===== src/sv/eigdc_pkg.sv =====
// ----------------------------------------------------------------------------
// eigdc_pkg
// Shared types and constants of the eigenvector direction color block.
// ----------------------------------------------------------------------------
package eigdc_pkg;

  localparam int unsigned FIELD_W    = 16;
  localparam int unsigned ACC_W      = 36;
  localparam int unsigned FRAC_BITS  = 15;
  localparam int unsigned UNIT_Q     = 16;
  localparam int unsigned NORM_BIT   = 30;
  localparam int unsigned SQ_W       = 62;
  localparam int unsigned ROOT_W     = 63;
  localparam int unsigned N_W        = 32;
  localparam int unsigned REM_W      = 33;
  localparam int unsigned U_W        = 17;
  localparam int unsigned PROD_W     = 34;
  localparam int unsigned SQRT_STEPS = 32;
  localparam int unsigned DIV_STEPS  = 17;
  localparam int unsigned CFG_IDX_W  = 2;

  localparam logic [CFG_IDX_W-1:0] CFG_SHIFT_MODE   = 2'd0;
  localparam logic [CFG_IDX_W-1:0] CFG_AI_WEIGHTING = 2'd1;

  localparam logic [U_W-1:0] ONE_Q = 17'h10000;

  typedef enum logic [3:0] {
    OP_NONE,
    OP_LOAD,
    OP_ACC,
    OP_MAG,
    OP_NORM,
    OP_SQ,
    OP_SQRT_INIT,
    OP_SQRT,
    OP_DIV_INIT,
    OP_DIV,
    OP_MUL,
    OP_BYTE,
    OP_EMIT
  } op_e;

  typedef struct packed {
    op_e        op;
    logic [1:0] sel;
  } cmd_t;

  typedef struct packed {
    logic norm_big;
    logic last;
    logic out_free;
  } sts_t;

endpackage


===== src/sv/eigdc_ctrl.sv =====
// ----------------------------------------------------------------------------
// eigdc_ctrl
// Sequencer: accumulate corners, then normalize, square root, divide, color.
// ----------------------------------------------------------------------------
module eigdc_ctrl (
  input  logic              clk_i,
  input  logic              rst_ni,
  input  logic              in_valid_i,
  output logic              in_stall_o,
  input  eigdc_pkg::sts_t   sts_i,
  output eigdc_pkg::cmd_t   cmd_o
);

  localparam logic [3:0] ST_IDLE  = 4'd0;
  localparam logic [3:0] ST_ACC   = 4'd1;
  localparam logic [3:0] ST_MAG   = 4'd2;
  localparam logic [3:0] ST_NORM  = 4'd3;
  localparam logic [3:0] ST_SQ    = 4'd4;
  localparam logic [3:0] ST_SQI   = 4'd5;
  localparam logic [3:0] ST_SQRT  = 4'd6;
  localparam logic [3:0] ST_DIVI  = 4'd7;
  localparam logic [3:0] ST_DIV   = 4'd8;
  localparam logic [3:0] ST_MUL   = 4'd9;
  localparam logic [3:0] ST_BYTE  = 4'd10;
  localparam logic [3:0] ST_EMIT  = 4'd11;

  logic [3:0] state_q, state_d;
  logic [4:0] cnt_q, cnt_d;
  logic [1:0] sel_q, sel_d;

  assign in_stall_o = (state_q != ST_IDLE);

  always_comb begin
    state_d    = state_q;
    cnt_d      = cnt_q;
    sel_d      = sel_q;
    cmd_o.op   = eigdc_pkg::OP_NONE;
    cmd_o.sel  = sel_q;
    unique case (state_q)
      ST_IDLE: begin
        if (in_valid_i) begin
          cmd_o.op = eigdc_pkg::OP_LOAD;
          sel_d    = 2'd0;
          state_d  = ST_ACC;
        end
      end
      ST_ACC: begin
        cmd_o.op = eigdc_pkg::OP_ACC;
        sel_d    = sel_q + 2'd1;
        if (sel_q == 2'd3) begin
          state_d = sts_i.last ? ST_MAG : ST_IDLE;
        end
      end
      ST_MAG: begin
        cmd_o.op = eigdc_pkg::OP_MAG;
        state_d  = ST_NORM;
      end
      ST_NORM: begin
        if (sts_i.norm_big) begin
          cmd_o.op = eigdc_pkg::OP_NORM;
        end else begin
          sel_d   = 2'd0;
          state_d = ST_SQ;
        end
      end
      ST_SQ: begin
        cmd_o.op = eigdc_pkg::OP_SQ;
        sel_d    = sel_q + 2'd1;
        if (sel_q == 2'd2) begin
          state_d = ST_SQI;
        end
      end
      ST_SQI: begin
        cmd_o.op = eigdc_pkg::OP_SQRT_INIT;
        cnt_d    = '0;
        state_d  = ST_SQRT;
      end
      ST_SQRT: begin
        cmd_o.op = eigdc_pkg::OP_SQRT;
        cnt_d    = cnt_q + 5'd1;
        if (cnt_q == 5'(eigdc_pkg::SQRT_STEPS - 1)) begin
          sel_d   = 2'd0;
          state_d = ST_DIVI;
        end
      end
      ST_DIVI: begin
        cmd_o.op = eigdc_pkg::OP_DIV_INIT;
        cnt_d    = '0;
        state_d  = ST_DIV;
      end
      ST_DIV: begin
        cmd_o.op = eigdc_pkg::OP_DIV;
        cnt_d    = cnt_q + 5'd1;
        if (cnt_q == 5'(eigdc_pkg::DIV_STEPS - 1)) begin
          state_d = ST_MUL;
        end
      end
      ST_MUL: begin
        cmd_o.op = eigdc_pkg::OP_MUL;
        state_d  = ST_BYTE;
      end
      ST_BYTE: begin
        cmd_o.op = eigdc_pkg::OP_BYTE;
        if (sel_q == 2'd2) begin
          state_d = ST_EMIT;
        end else begin
          sel_d   = sel_q + 2'd1;
          state_d = ST_DIVI;
        end
      end
      ST_EMIT: begin
        if (sts_i.out_free) begin
          cmd_o.op = eigdc_pkg::OP_EMIT;
          state_d  = ST_IDLE;
        end
      end
      default: begin
        state_d = ST_IDLE;
      end
    endcase
  end

  always_ff @(posedge clk_i or negedge rst_ni) begin
    if (!rst_ni) begin
      state_q <= ST_IDLE;
      cnt_q   <= '0;
      sel_q   <= '0;
    end else begin
      state_q <= state_d;
      cnt_q   <= cnt_d;
      sel_q   <= sel_d;
    end
  end

`ifndef SYNTHESIS
  a_div_cnt: assert property (@(posedge clk_i) disable iff (!rst_ni)
    state_q == ST_DIV |-> cnt_q <= 5'(eigdc_pkg::DIV_STEPS - 1))
    else $error("divider step count overrun");
  a_sel_range: assert property (@(posedge clk_i) disable iff (!rst_ni)
    (state_q == ST_SQ || state_q == ST_DIV) |-> sel_q != 2'd3)
    else $error("component select out of range");
  a_stall_idle: assert property (@(posedge clk_i) disable iff (!rst_ni)
    cmd_o.op == eigdc_pkg::OP_LOAD |=> in_stall_o)
    else $error("load did not leave idle");
`endif

endmodule


===== config.mk =====
export PLATFORM = sky130hd
export DESIGN_NAME = eigdc_ctrl
export DESIGN_NICKNAME = d
export VERILOG_FILES = /design/src/sv/eigdc_pkg.sv /design/src/sv/eigdc_ctrl.sv
export SDC_FILE = /design/constraint.sdc
export NUM_CORES = 1
export LEC_CHECK = 0
export BUFFER_PORTS_ARGS = -buffer_cell sky130_fd_sc_hd__buf_2
export CAP_MARGIN = 20
export CORE_MARGIN = 3
export CORE_UTILIZATION = 50
export CTS_CLUSTER_SIZE = 8
export DETAILED_ROUTE_END_ITERATION = 10
export PLACE_DENSITY = 0.78
export SLEW_MARGIN = 40
export SYNTH_ARGS = -nofsm -noshare
export SYNTH_HDL_FRONTEND = slang
export SYNTH_SLANG_ARGS = --single-unit

===== constraint.sdc =====
create_clock -name clk_i -period 5.4 [get_ports clk_i]
set_clock_uncertainty 0.15 [all_clocks]
set_input_delay 0 -clock clk_i [delete_from_list [all_inputs] [get_ports clk_i]]
set_output_delay 0 -clock clk_i [all_outputs]
set_load 0.005 [all_outputs]

==> impl_table.tex <==
\begin{tabular}{lr}
\hline
Metric & Value \\
\hline
\multicolumn{2}{l}{\textbf{Run status}} \\
Outcome & complete, no violations \\
\multicolumn{2}{l}{\textbf{Pwr}} \\
Switching Fraction & 0.472 \\
Portion of total power attributed to combinational logic & 0.588 \\
Peak supply drop & 0.350 mV \\
Share of power burned in registers & 0.330 \\
Share of power burned in the clock network & 0.083 \\
Pwr dens & 631 mW/mm2 \\
Internal power consumption & 0.000362 W \\
Sw power & 0.000323 W \\
Leakage power & 0.457 nW \\
\multicolumn{2}{l}{\textbf{Layout}} \\
Fraction of layout cells with a size suffix above 1 & 0.160 \\
Total number of nets in the final design & 137 \\
Register Area & 275 um2 \\
Combined area of the multi-input logic cells & 644 um2 \\
Core occupancy in the finished layout & 0.609 \\
Layout overhead on the synthesized area & 10.4\% \\
Layout filler cell count & 171 \\
Antenna diode count & 0 \\
\multicolumn{2}{l}{\textbf{Clock tree}} \\
Hold-fix buffers, CTS & 3 \\
Cells resized by post-CTS repair & 0 \\
Num CTS Buffers & 3 \\
H-tree depth & 1 \\
Max Root-Sink Buffers & 2 \\
Number of buffers inserted by post-CTS setup repair & 0 \\
Clk Latency, worst-skew pair & 270 ps \\
Clock sink count & 11 \\
Clock-pin transition on the worst setup and hold timing paths & 70 ps \\
Clock tree from TritonCTS & done \\
Root Buffer Master & sky130\_fd\_sc\_hd\_\_clkbuf\_4 \\
\multicolumn{2}{l}{\textbf{Critical path}} \\
Setup slack of the worst register-to-register path & 2860 ps \\
Combined buffer and inverter count along the critical path & 0 \\
Reg-to-Reg End & state\_q[0] \\
Largest fanout of any net on the critical path & 6 \\
Cell family contributing the most delay on the critical path & simple AND/OR/NAND/NOR gates \\
Capturing element type of the critical path & flop \\
Required time of the critical path & 5410 ps \\
Cell seen most often among critical-path stages & sky130\_fd\_sc\_hd\_\_ha\_1 \\
Beginning of the worst register-to-register path & cnt\_q[0] \\
Critical Path Source Type & flop \\
Highest cell delay on the worst timing path & 440 ps \\
FF-to-FF path depth & 7 \\
Category of the most critical setup path & flop to flop \\
CP max stage cell & sky130\_fd\_sc\_hd\_\_dfrtp\_1 \\
WP data arrival & 2550 ps \\
Chain of cells forming the critical path & ha\_1 > and3\_1 > ha\_1 > or3b\_2 > a211o\_1 > and4\_4 > mux2\_4 \\
\multicolumn{2}{l}{\textbf{Routing}} \\
Mean number of vias per cell & 6.32 \\
Post-DRT Antenna Nets & 0 \\
Detailed Route WL & 2240 um \\
Detailed-route wire length per cell & 14.9 um \\
Starting DRT DRC Count & 22 \\
Remaining DRCs & 0 \\
First-pass DRT Iterations & 5 \\
Via count & 948 \\
\multicolumn{2}{l}{\textbf{Synthesis}} \\
List of most frequent post-synthesis cells & sky130\_fd\_sc\_hd\_\_dfrtp\_1, sky130\_fd\_sc\_hd\_\_nand2\_1, sky130\_fd\_sc\_hd\_\_clkbuf\_1 \\
Cell type contributing the most total cell area after synthesis & sky130\_fd\_sc\_hd\_\_dfrtp\_1 \\
Share of async-settable or async-resettable flops after synthesis & 1.00 \\
Gate count after technology mapping & 116 \\
Summed instance area of the synthesized netlist & 983 um2 \\
Leading cell types by total area after synthesis & sky130\_fd\_sc\_hd\_\_dfrtp\_1, sky130\_fd\_sc\_hd\_\_ha\_1, sky130\_fd\_sc\_hd\_\_o22ai\_1 \\
Top\_reg\_cell synth & sky130\_fd\_sc\_hd\_\_dfrtp\_1 \\
Fraction of post-synthesis cell area in the top cell type by area & 0.280 \\
Syn nets & 127 \\
Average cell area after synthesis & 8.48 um2 \\
Number of synthesized flops with an enable pin & 0 \\
Fraction of the yosys area taken by sequential cells & 0.280 \\
Warnings, synthesis & 0 \\
Number of library cell types mapped by synthesis & 50 \\
Flip-flop and latch count after synthesis & 11 \\
\multicolumn{2}{l}{\textbf{Floorplanning}} \\
Die Span Y & 50.4 um \\
Floorplan die area & 0.00254 mm2 \\
Row count & 15 \\
Effective utilization at floorplan & 0.552 \\
Width of the die & 50.4 um \\
I/O pin total & 13 \\
Core region area & 0.00178 mm2 \\
\multicolumn{2}{l}{\textbf{Global route}} \\
Initial antenna violation count & 0 \\
Pin count of the biggest net entering global routing & 26 \\
Overflow left after global routing & 0 \\
Wire length of the first global-routing pass & 3860 um \\
Via count of the first global-routing pass & 869 \\
Overall Global Routing Usage & 0.197 \\
\multicolumn{2}{l}{\textbf{Place}} \\
Number of buffers inserted by port buffering & 12 \\
HPWL after detailed placement & 1550 um \\
Routability cong. & 0.838 \\
\multicolumn{2}{l}{\textbf{STA}} \\
Worst slew slack as a fraction of its limit & 0.504 \\
Final Slew Violations & 0 \\
Hold slack & 122 ps \\
Highest attainable clock frequency & 0.394 GHz \\
Actual slew at the worst max-slew pin & 743 ps \\
Portion of the clock cycle consumed by the worst path in the final layout & 0.470 \\
Final setup viols & 0 \\
Hold violation total from the final report & 0 \\
TNS Setup & 0 ps \\
Final critical path time including I/O delays and setup & 2540 ps \\
RSZ-0062 raised after global routing & no \\
\multicolumn{2}{l}{\textbf{Min path}} \\
Worst Hold End & sel\_q[0] \\
Hold/Removal Path Class & input pin to flop \\
Worst hold path cell count & 4 \\
Min-delay src & in\_valid\_i \\
\multicolumn{2}{l}{\textbf{Flow run}} \\
Number of max-capacitance violations reported & 0 \\
\hline
\end{tabular}
## how the worst max path moves through the flow
stage | end | cells after the start | slack [ps] | from
2_1_floorplan | state_q[0] | 7 | 2980 | cnt_q[0]
6_report | state_q[0] | 7 | 2860 | cnt_q[0]
5_1_grt | state_q[0] | 7 | 2800 | cnt_q[1]
3_5_place_dp | state_q[0] | 7 | 2890 | cnt_q[0]
3_3_place_gp | state_q[0] | 7 | 2920 | cnt_q[0]
4_1_cts | state_q[0] | 7 | 2870 | cnt_q[0]
## state kept, by name, summed over array words and instances (netlist names)
| signal | cells |
|---|---|
| cnt_q | 5 |
| state_q | 4 |
| sel_q | 2 |
## area by class of cell
class | count | share of cell area
multi-input combinational | 90 | 0.593
inverter | 5 | 0.0173
clock buffer | 4 | 0.0242
timing repair buffer | 15 | 0.0829
tap | 25 | 0.0288
sequential | 11 | 0.253
## stage by stage
stage | setup WS, ps | total power (W) | area (um2) | std cells
floorplan | 2980 | 0.000537 | 983 | 116
global placement | 2920 | 0.000609 | 1030 | 143
detailed placement | 2890 | 0.000625 | 1030 | 143
CTS | 2870 | 0.000685 | 1090 | 150
global route | 2800 | 0.000751 | 1090 | 150
finish | 2860 | 0.000685 | 1090 | 150
## cells by family after synthesis
group	Yosys count	share of synthesized area
simple gates	39	0.235
compound gates	41	0.303
buf+inv	15	0.0649
mux	3	0.0356
xor+xnor	2	0.0178
flops	11	0.280
fa+ha+maj	5	0.0636
## worst register-to-register path, stage by stage, from the launching register on
cell                      delay [ps]
sky130_fd_sc_hd__dfrtp_1         440
sky130_fd_sc_hd__ha_1            250
sky130_fd_sc_hd__and3_1          190
sky130_fd_sc_hd__ha_1            170
sky130_fd_sc_hd__or3b_2          430
sky130_fd_sc_hd__a211o_1         300
sky130_fd_sc_hd__and4_4          210
sky130_fd_sc_hd__mux2_4          290
## placed cells by master (no fill, tap or decap), types with 3 or more instances in the layout
cell | netlist | final
sky130_fd_sc_hd__inv_1 | 5 | 5
sky130_fd_sc_hd__a21oi_1 | 8 | 8
sky130_fd_sc_hd__nand2b_1 | 4 | 4
sky130_fd_sc_hd__dlygate4sd3_1 | 0 | 3
sky130_fd_sc_hd__nor2_1 | 5 | 5
sky130_fd_sc_hd__dfrtp_1 | 11 | 11
sky130_fd_sc_hd__ha_1 | 5 | 5
sky130_fd_sc_hd__clkbuf_4 | 0 | 3
sky130_fd_sc_hd__o22ai_1 | 8 | 8
sky130_fd_sc_hd__nand2_1 | 11 | 11
sky130_fd_sc_hd__buf_2 | 0 | 12
## power groups by stage
stage	clock network [W]	registers [W]	logic (W)
2_1_floorplan	0	0.000148	0.000389
4_1_cts	0.0000588	0.000224	0.000403
3_5_place_dp	0	0.000225	0.000401
6_report	0.0000566	0.000226	0.000402
5_1_grt	0.0000624	0.000239	0.000450
3_3_place_gp	0	0.000220	0.000389
## layer usage
metal | share of wire | track usage | up-vias | routed length [um]
met2 | 0.49 | 0.320 | 17 | 1100
met3 | 0.034 | 0.0564 | 6 | 77
li1 | - | - | 464 | -
met4 | 0.017 | 0.0538 | 0 | 38
met5 | 0 | 0 | - | 0
met1 | 0.46 | 0.255 | 461 | 1020
(Power assumes the default switching activity.)
