[src/sv/eigdc_pkg.sv]
// ----------------------------------------------------------------------------
// eigdc_pkg
// Shared types and constants of the eigenvector direction color block.
// ----------------------------------------------------------------------------
package eigdc_pkg;

  localparam int unsigned FIELD_W    = 16;
  localparam int unsigned ACC_W      = 36;
  localparam int unsigned FRAC_BITS  = 15;
  localparam int unsigned UNIT_Q     = 16;
  localparam int unsigned NORM_BIT   = 30;
  localparam int unsigned SQ_W       = 62;
  localparam int unsigned ROOT_W     = 63;
  localparam int unsigned N_W        = 32;
  localparam int unsigned REM_W      = 33;
  localparam int unsigned U_W        = 17;
  localparam int unsigned PROD_W     = 34;
  localparam int unsigned SQRT_STEPS = 32;
  localparam int unsigned DIV_STEPS  = 17;
  localparam int unsigned CFG_IDX_W  = 2;

  localparam logic [CFG_IDX_W-1:0] CFG_SHIFT_MODE   = 2'd0;
  localparam logic [CFG_IDX_W-1:0] CFG_AI_WEIGHTING = 2'd1;

  localparam logic [U_W-1:0] ONE_Q = 17'h10000;

  typedef enum logic [3:0] {
    OP_NONE,
    OP_LOAD,
    OP_ACC,
    OP_MAG,
    OP_NORM,
    OP_SQ,
    OP_SQRT_INIT,
    OP_SQRT,
    OP_DIV_INIT,
    OP_DIV,
    OP_MUL,
    OP_BYTE,
    OP_EMIT
  } op_e;

  typedef struct packed {
    op_e        op;
    logic [1:0] sel;
  } cmd_t;

  typedef struct packed {
    logic norm_big;
    logic last;
    logic out_free;
  } sts_t;

endpackage

[src/sv/eigdc_dp.sv]
// ----------------------------------------------------------------------------
// eigdc_dp
// Datapath: accumulators, magnitude normalize, sum of squares, bit-serial
// square root, restoring divider, brightness scaling and output register.
// ----------------------------------------------------------------------------
module eigdc_dp (
  input  logic                                   clk_i,
  input  logic                                   rst_ni,
  input  eigdc_pkg::cmd_t                        cmd_i,
  output eigdc_pkg::sts_t                        sts_o,
  input  logic                                   cfg_we_i,
  input  logic [eigdc_pkg::CFG_IDX_W-1:0]        cfg_index_i,
  input  logic                                   cfg_data_i,
  input  logic [15:0]                            corner_weight_i,
  input  logic signed [15:0]                     vec_x_i,
  input  logic signed [15:0]                     vec_y_i,
  input  logic signed [15:0]                     vec_z_i,
  input  logic signed [15:0]                     corner_aniso_i,
  input  logic                                   last_corner_i,
  output logic                                   out_valid_o,
  input  logic                                   out_stall_i,
  output logic [7:0]                             red_o,
  output logic [7:0]                             green_o,
  output logic [7:0]                             blue_o
);

  localparam int unsigned ACC_W  = eigdc_pkg::ACC_W;
  localparam int unsigned ROOT_W = eigdc_pkg::ROOT_W;
  localparam int unsigned REM_W  = eigdc_pkg::REM_W;
  localparam int unsigned U_W    = eigdc_pkg::U_W;
  localparam int unsigned PROD_W = eigdc_pkg::PROD_W;
  localparam int unsigned NB     = eigdc_pkg::NORM_BIT;
  localparam int unsigned AHI    = 2 * eigdc_pkg::FRAC_BITS;
  localparam int unsigned ALO    = AHI - eigdc_pkg::UNIT_Q;

  logic                 shift_mode_q, ai_weighting_q;
  logic [15:0]          w_q;
  logic signed [15:0]   fld_q [4];
  logic                 last_q;
  logic [ACC_W-1:0]     sum_q [4];
  logic [ACC_W-1:0]     mag_q [3];
  logic [2:0]           neg_q;
  logic [U_W-1:0]       a_q;
  logic [eigdc_pkg::SQ_W-1:0] s2_q;
  logic [ROOT_W-1:0]    rad_q, root_q, bit_q;
  logic [REM_W-1:0]     rem_q;
  logic [U_W-1:0]       quo_q;
  logic [PROD_W-1:0]    prod_q;
  logic [7:0]           col_q [3];
  logic                 out_valid_q;
  logic [7:0]           red_q, green_q, blue_q;

  logic signed [15:0]   fld;
  logic signed [32:0]   pacc;
  logic [ACC_W-1:0]     sum_sel;
  logic [ACC_W-1:0]     mag_sel;
  logic                 neg_sel;
  logic [59:0]          sq;
  logic [ROOT_W-1:0]    trial;
  logic [REM_W-1:0]     nd, diff;
  logic                 ge;
  logic [U_W-1:0]       u, m;
  logic [U_W:0]         msum;
  logic [PROD_W+7:0]    scaled;
  logic [ACC_W-1:0]     sa;
  logic [U_W-1:0]       a_new;
  logic                 root_zero;

  always_comb begin
    unique case (cmd_i.sel)
      2'd0:    fld = fld_q[0];
      2'd1:    fld = fld_q[1];
      2'd2:    fld = fld_q[2];
      default: fld = fld_q[3];
    endcase
    unique case (cmd_i.sel)
      2'd0:    begin mag_sel = mag_q[0]; neg_sel = neg_q[0]; end
      2'd1:    begin mag_sel = mag_q[1]; neg_sel = neg_q[1]; end
      default: begin mag_sel = mag_q[2]; neg_sel = neg_q[2]; end
    endcase
  end

  assign sum_sel   = sum_q[cmd_i.sel];
  assign pacc      = $signed({1'b0, w_q}) * fld;
  assign sq        = mag_sel[NB-1:0] * mag_sel[NB-1:0];
  assign trial     = root_q + bit_q;
  assign nd        = {1'b0, root_q[eigdc_pkg::N_W-1:0]};
  assign ge        = (rem_q >= nd);
  assign diff      = ge ? (rem_q - nd) : rem_q;
  assign root_zero = (root_q[eigdc_pkg::N_W-1:0] == '0);
  assign u         = root_zero ? '0 : quo_q;
  assign msum      = neg_sel ? ({1'b0, eigdc_pkg::ONE_Q} - {1'b0, u})
                             : ({1'b0, eigdc_pkg::ONE_Q} + {1'b0, u});
  assign m         = shift_mode_q ? msum[U_W:1] : u;
  // x * 255 as x * 256 - x
  assign scaled    = {prod_q, 8'd0} - {8'd0, prod_q};
  assign sa        = sum_q[3];

  always_comb begin
    if (!ai_weighting_q) begin
      a_new = eigdc_pkg::ONE_Q;
    end else if (sa[ACC_W-1]) begin
      a_new = '0;
    end else if (|sa[ACC_W-2:AHI]) begin
      a_new = eigdc_pkg::ONE_Q;
    end else begin
      a_new = {1'b0, sa[AHI-1:ALO]};
    end
  end

  assign sts_o.norm_big = (|mag_q[0][ACC_W-1:NB]) | (|mag_q[1][ACC_W-1:NB])
                        | (|mag_q[2][ACC_W-1:NB]);
  assign sts_o.last     = last_q;
  assign sts_o.out_free = !out_valid_q || !out_stall_i;

  always_ff @(posedge clk_i or negedge rst_ni) begin
    if (!rst_ni) begin
      shift_mode_q   <= 1'b0;
      ai_weighting_q <= 1'b0;
      out_valid_q    <= 1'b0;
      for (int i = 0; i < 4; i++) begin
        sum_q[i] <= '0;
      end
    end else begin
      if (cfg_we_i) begin
        if (cfg_index_i == eigdc_pkg::CFG_SHIFT_MODE) begin
          shift_mode_q <= cfg_data_i;
        end
        if (cfg_index_i == eigdc_pkg::CFG_AI_WEIGHTING) begin
          ai_weighting_q <= cfg_data_i;
        end
      end
      if (cmd_i.op == eigdc_pkg::OP_EMIT) begin
        out_valid_q <= 1'b1;
      end else if (!out_stall_i) begin
        out_valid_q <= 1'b0;
      end
      if (cmd_i.op == eigdc_pkg::OP_ACC) begin
        sum_q[cmd_i.sel] <= sum_sel + {{(ACC_W-33){pacc[32]}}, pacc};
      end else if (cmd_i.op == eigdc_pkg::OP_MAG) begin
        for (int i = 0; i < 4; i++) begin
          sum_q[i] <= '0;
        end
      end
    end
  end

  always_ff @(posedge clk_i) begin
    unique case (cmd_i.op)
      eigdc_pkg::OP_LOAD: begin
        w_q      <= corner_weight_i;
        fld_q[0] <= vec_x_i;
        fld_q[1] <= vec_y_i;
        fld_q[2] <= vec_z_i;
        fld_q[3] <= corner_aniso_i;
        last_q   <= last_corner_i;
      end
      eigdc_pkg::OP_MAG: begin
        for (int i = 0; i < 3; i++) begin
          mag_q[i] <= sum_q[i][ACC_W-1] ? (ACC_W'(0) - sum_q[i]) : sum_q[i];
          neg_q[i] <= sum_q[i][ACC_W-1];
        end
        a_q  <= a_new;
        s2_q <= '0;
      end
      eigdc_pkg::OP_NORM: begin
        for (int i = 0; i < 3; i++) begin
          mag_q[i] <= mag_q[i] >> 1;
        end
      end
      eigdc_pkg::OP_SQ: begin
        s2_q <= s2_q + {2'b00, sq};
      end
      eigdc_pkg::OP_SQRT_INIT: begin
        rad_q  <= {1'b0, s2_q};
        root_q <= '0;
        // starts at 4^31 so that 32 steps end on the 4^0 place
        bit_q  <= {1'b1, {(ROOT_W-1){1'b0}}};
      end
      eigdc_pkg::OP_SQRT: begin
        if (rad_q >= trial) begin
          rad_q  <= rad_q - trial;
          root_q <= (root_q >> 1) + bit_q;
        end else begin
          root_q <= root_q >> 1;
        end
        bit_q <= bit_q >> 2;
      end
      eigdc_pkg::OP_DIV_INIT: begin
        rem_q <= {3'b000, mag_sel[NB-1:0]};
        quo_q <= '0;
      end
      eigdc_pkg::OP_DIV: begin
        rem_q <= {diff[REM_W-2:0], 1'b0};
        quo_q <= {quo_q[U_W-2:0], ge};
      end
      eigdc_pkg::OP_MUL: begin
        prod_q <= m * a_q;
      end
      eigdc_pkg::OP_BYTE: begin
        col_q[cmd_i.sel] <= scaled[39:32];
      end
      eigdc_pkg::OP_EMIT: begin
        red_q   <= col_q[0];
        green_q <= col_q[1];
        blue_q  <= col_q[2];
      end
      default: begin
      end
    endcase
  end

  assign out_valid_o = out_valid_q;
  assign red_o       = red_q;
  assign green_o     = green_q;
  assign blue_o      = blue_q;

`ifndef SYNTHESIS
  a_root_fits: assert property (@(posedge clk_i) disable iff (!rst_ni)
    cmd_i.op == eigdc_pkg::OP_DIV_INIT |-> root_q[ROOT_W-1:eigdc_pkg::N_W] == '0)
    else $error("square root wider than divisor");
  a_unit_max: assert property (@(posedge clk_i) disable iff (!rst_ni)
    cmd_i.op == eigdc_pkg::OP_MUL |-> (root_zero || quo_q <= eigdc_pkg::ONE_Q))
    else $error("unit component above one");
  a_sq_norm: assert property (@(posedge clk_i) disable iff (!rst_ni)
    cmd_i.op == eigdc_pkg::OP_SQ |-> !sts_o.norm_big)
    else $error("squaring before normalize finished");
  a_emit_free: assert property (@(posedge clk_i) disable iff (!rst_ni)
    cmd_i.op == eigdc_pkg::OP_EMIT |-> !(out_valid_q && out_stall_i))
    else $error("result overwritten while stalled");
`endif

endmodule

[config.mk]
export PLATFORM = sky130hd
export DESIGN_NAME = eigdc_dp
export DESIGN_NICKNAME = d
export VERILOG_FILES = /design/src/sv/eigdc_pkg.sv /design/src/sv/eigdc_dp.sv
export SDC_FILE = /design/constraint.sdc
export NUM_CORES = 2
export LEC_CHECK = 0
export ABC_AREA = 1
export BUFFER_PORTS_ARGS = -buffer_cell sky130_fd_sc_hd__buf_2
export CORE_AREA = 2 2 400 481
export CTS_BUF_LIST = sky130_fd_sc_hd__clkbuf_8
export CTS_CLUSTER_DIAMETER = 40
export CTS_CLUSTER_SIZE = 8
export DETAILED_ROUTE_END_ITERATION = 6
export DIE_AREA = 0 0 402 483
export MAX_ROUTING_LAYER = met4
export PLACE_DENSITY = 0.65
export RECOVER_POWER = 100
export SLEW_MARGIN = 20
export SYNTH_ARGS = -nofsm -noshare
export SYNTH_HDL_FRONTEND = slang
export SYNTH_SLANG_ARGS = --single-unit
[constraint.sdc]
create_clock -name clk_i -period 16.88 [get_ports clk_i]
set_input_delay 3.376 -clock clk_i [delete_from_list [all_inputs] [get_ports clk_i]]
set_output_delay 3.376 -clock clk_i [all_outputs]
set_load 0.05 [all_outputs]
==> out/results.md <==
- **Fmax** 0.06897 GHz
- **Overall Global Routing Usage** 0.3467
- **io pins** 122
- **Final Setup Violations** 0
- **beginning of the worst register-to-register path** root_q[6]
- **most repeated cell in the gate-level netlist after synthesis** inv_1
- **cts repair resizes** 0
- **Register-to-Register Path Depth** 27
- **internal reg-to-reg setup slack** 3.90 ns
- **summed instance area of the synthesized netlist** 94310 µm²
- **class of the most critical hold timing path** reg2reg
- **wire length per cell after detailed routing** 22.48 µm
- **root buf cell** clkbuf_8
- **number of nets in the final layout** 13980
- **Final Slew Violations** 1648
- **vias** 82280
- **capturing element of the worst setup path** s2_q[53]
- **count of yosys warnings during synthesis** 0
- **number of synthesized register bits** 708
- **via count of the first global-routing pass** 84400
- **Initial Utilization** 0.4985
- **Slowest-stage cell, CP** clkbuf_1
- **number of nets with antenna violations after routing** 0
- **number of remaining DRC errors** 0
- **final HPWL from detailed placement** 268100 µm
- **number of sinks handled by clock tree synthesis** 708
- **syn nets** 13930
- **CTS clock-pin slew for the worst setup and hold paths** 0.06 ns
- **die width** 402 µm
- **worst-path maximum fanout** 46
- **RSZ-0062 raised after global routing** false
- **area added between synthesis and finish** 6.263%
- **post-synthesis cell count** 11970
- **core area** 189200 µm²
- **critical path launch point** cmd_i[0]
- **maximum number of pins on one net before global-route repair** 101
- **run status** complete, but fails checks
- **max-cap check violation count** 34
- **arrival time of data at the critical path endpoint** 15.17 ns
- **capturing element type of the critical path** flop
- **Die Span Y** 483 µm
- **buffers from clock root to sink, at most** 3
- **area of the die** 194200 µm²
- **Post-CTS Hold Fix Bufs** 0
- **logic depth of the worst path, buffers included** 28
- **CP Data Required Time** 17.55 ns
- **Worst path most repeated cell** fa_1
- **source-to-sink clock delay at the later pin of the worst-skew pair** 0.96 ns
- **vias per inst** 5.633
- **residual overflow from global routing** 0
- **Routed Wire Length** 328400 µm
- **wire length of the first global-routing pass** 500300 µm
- **number of enable flip-flop cells after synthesis** 561
- **class of the most critical setup path** in2reg
- **share of the yosys chip area belonging to registers** 0.2176
- **Largest delay share family, worst path** adder cells
- **Routability Congestion** 0.9875
- **Critical R2R Capture** rad_q[46]
- **H-tree levels** 4
- **Worst Tran Pin Value** 4.196 ns
- **biggest area consumer among synthesized cells** fa_1
- **number of distinct library cells after synthesis** 69
- **initial antenna violation count** 9
- **async set-reset flop share out of synthesis** 0.2076
- **Clock Skew** 0.05085 ns
- **num rows** 175
- **share of the synthesized area in the top cell type** 0.2490
- **DRC violation total after the first TritonRoute iteration** 6802
- **type of element launching the critical path** primary input
- **failing checks** capacitance limit, slew limit
- **post-route minimum period** 14.50 ns
- **ratio of cells with drive above 1 in the final layout** 0.04066
- **detailed-router iteration count before antenna repair** 6
- **synth cell count leaders** 2533 x inv_1, 2098 x nand2_1, 1569 x nor2_1
- **Buffers on Ports** 121
- **Num CTS Buffers** 148
- **area of the multi-input gates** 62800 µm²
- **delay of the slowest cell on the worst path** 1.96 ns
- **worst slew margin relative to its limit** -1.797
- **critical path buffer and inverter count** 8
- **most instantiated flip-flop cell in the synthesis netlist** edfxtp_1
- **count of buffers added by post-CTS timing repair for setup** 0
- **CTS tree** yes
- **endpoints failing hold** 0
- **share of the clock period used by the worst path after layout** 0.8589
- **number of inserted filler cells in the final layout** 18440
- **synth top area cells** fa_1 25%, edfxtp_1 18%, inv_1 10%
- **Avg Synthesized Cell Area** 7.880 µm²
- **Fin Setup TNS** 0 ns
- **sequential cell area in the final layout** 20520 µm²
## logic make-up after synthesis
family	count (synthesis)	share of synthesized area
AOI/OAI and AO/OA	1682	0.1003
xor gates and xnor gates	248	0.02303
adders and majority gates	1870	0.3414
buffers and inverters	2865	0.1168
DFF	708	0.2176
and+or+nand+nor	4596	0.2008
## worst min-delay path by stage
stage                start         end  slack (ns)  cells after the start
6_report       col_q[1][1]  green_o[1]        0.41                      0
5_1_grt        col_q[0][1]    red_o[1]        0.42                      0
4_1_cts        col_q[1][1]  green_o[1]        0.42                      0
3_5_place_dp   col_q[1][1]  green_o[1]        0.40                      0
3_3_place_gp   col_q[1][4]  green_o[4]        0.40                      0
2_1_floorplan  col_q[2][0]   blue_o[0]        0.40                      0
## layout make-up
type                    count  share of cell area
multi-input cells        8396              0.6266
flip-flops and latches    708              0.2048
inverters                2561             0.09594
well taps                2478             0.03094
clock buffers             153             0.02101
repair buffers            202             0.01034
clock inverters           104             0.01027
diodes                      4          0.00009988
## cell usage in the layout (no fill, tap or decap), types with 47 or more instances in the layout
cell type | netlist | final
clkbuf_8 | 0 | 153
o22ai_1 | 106 | 106
nor2_1 | 1569 | 1566
xnor2_1 | 106 | 106
nor3_1 | 101 | 101
o21ai_0 | 625 | 641
a21o_1 | 51 | 51
a21oi_1 | 560 | 557
nand4_1 | 71 | 71
o21bai_1 | 47 | 47
fa_1 | 1173 | 1173
ha_1 | 697 | 697
a31oi_1 | 57 | 57
edfxtp_1 | 561 | 561
buf_2 | 75 | 81
inv_1 | 2533 | 2561
nand2_1 | 2098 | 2099
clkbuf_1 | 171 | 74
o21a_1 | 57 | 57
buf_4 | 8 | 47
dfrtp_1 | 147 | 147
xor2_1 | 142 | 142
nand3_1 | 574 | 575
## per-layer routing
layer | vias to the layer above | track usage | share of wire
li1 | 37770 | - | -
met1 | 40440 | 0.4328 | 0.40
met2 | 3337 | 0.5715 | 0.48
met3 | 729 | 0.04610 | 0.068
met4 | 0 | 0.1359 | 0.045
met5 | - | - | 0
## registers in the layout, summed over array words and instances, names as in the netlist, 24 cells and up
name,flops
col_q,24
mag_q,108
sum_q,108
fld_q,64
sa,36
rad_q,63
bit_q,32
root_q,63
prod_q,34
rem_q,33
s2_q,62
## through the flow
| step | cell area (µm²) | utilization | setup WS [ns] | hold slack (ns) | instances |
|---|---|---|---|---|---|
| global placement | 97340 | 0.5145 | 3.561 | 0.4016 | 14350 |
| CTS | 100500 | 0.5311 | 4.552 | 0.4157 | 14600 |
| detailed placement | 97340 | 0.5146 | 3.544 | 0.4045 | 14350 |
| finish | 100200 | 0.5298 | 2.381 | 0.4130 | 14610 |
| global route | 100200 | 0.5298 | 1.957 | 0.4195 | 14610 |
| floorplan | 94310 | - | 6.136 | 0.4003 | 11970 |
Power is not shown: default switching activity piles up to over one toggle a cycle in this logic, so the estimate is an artifact.
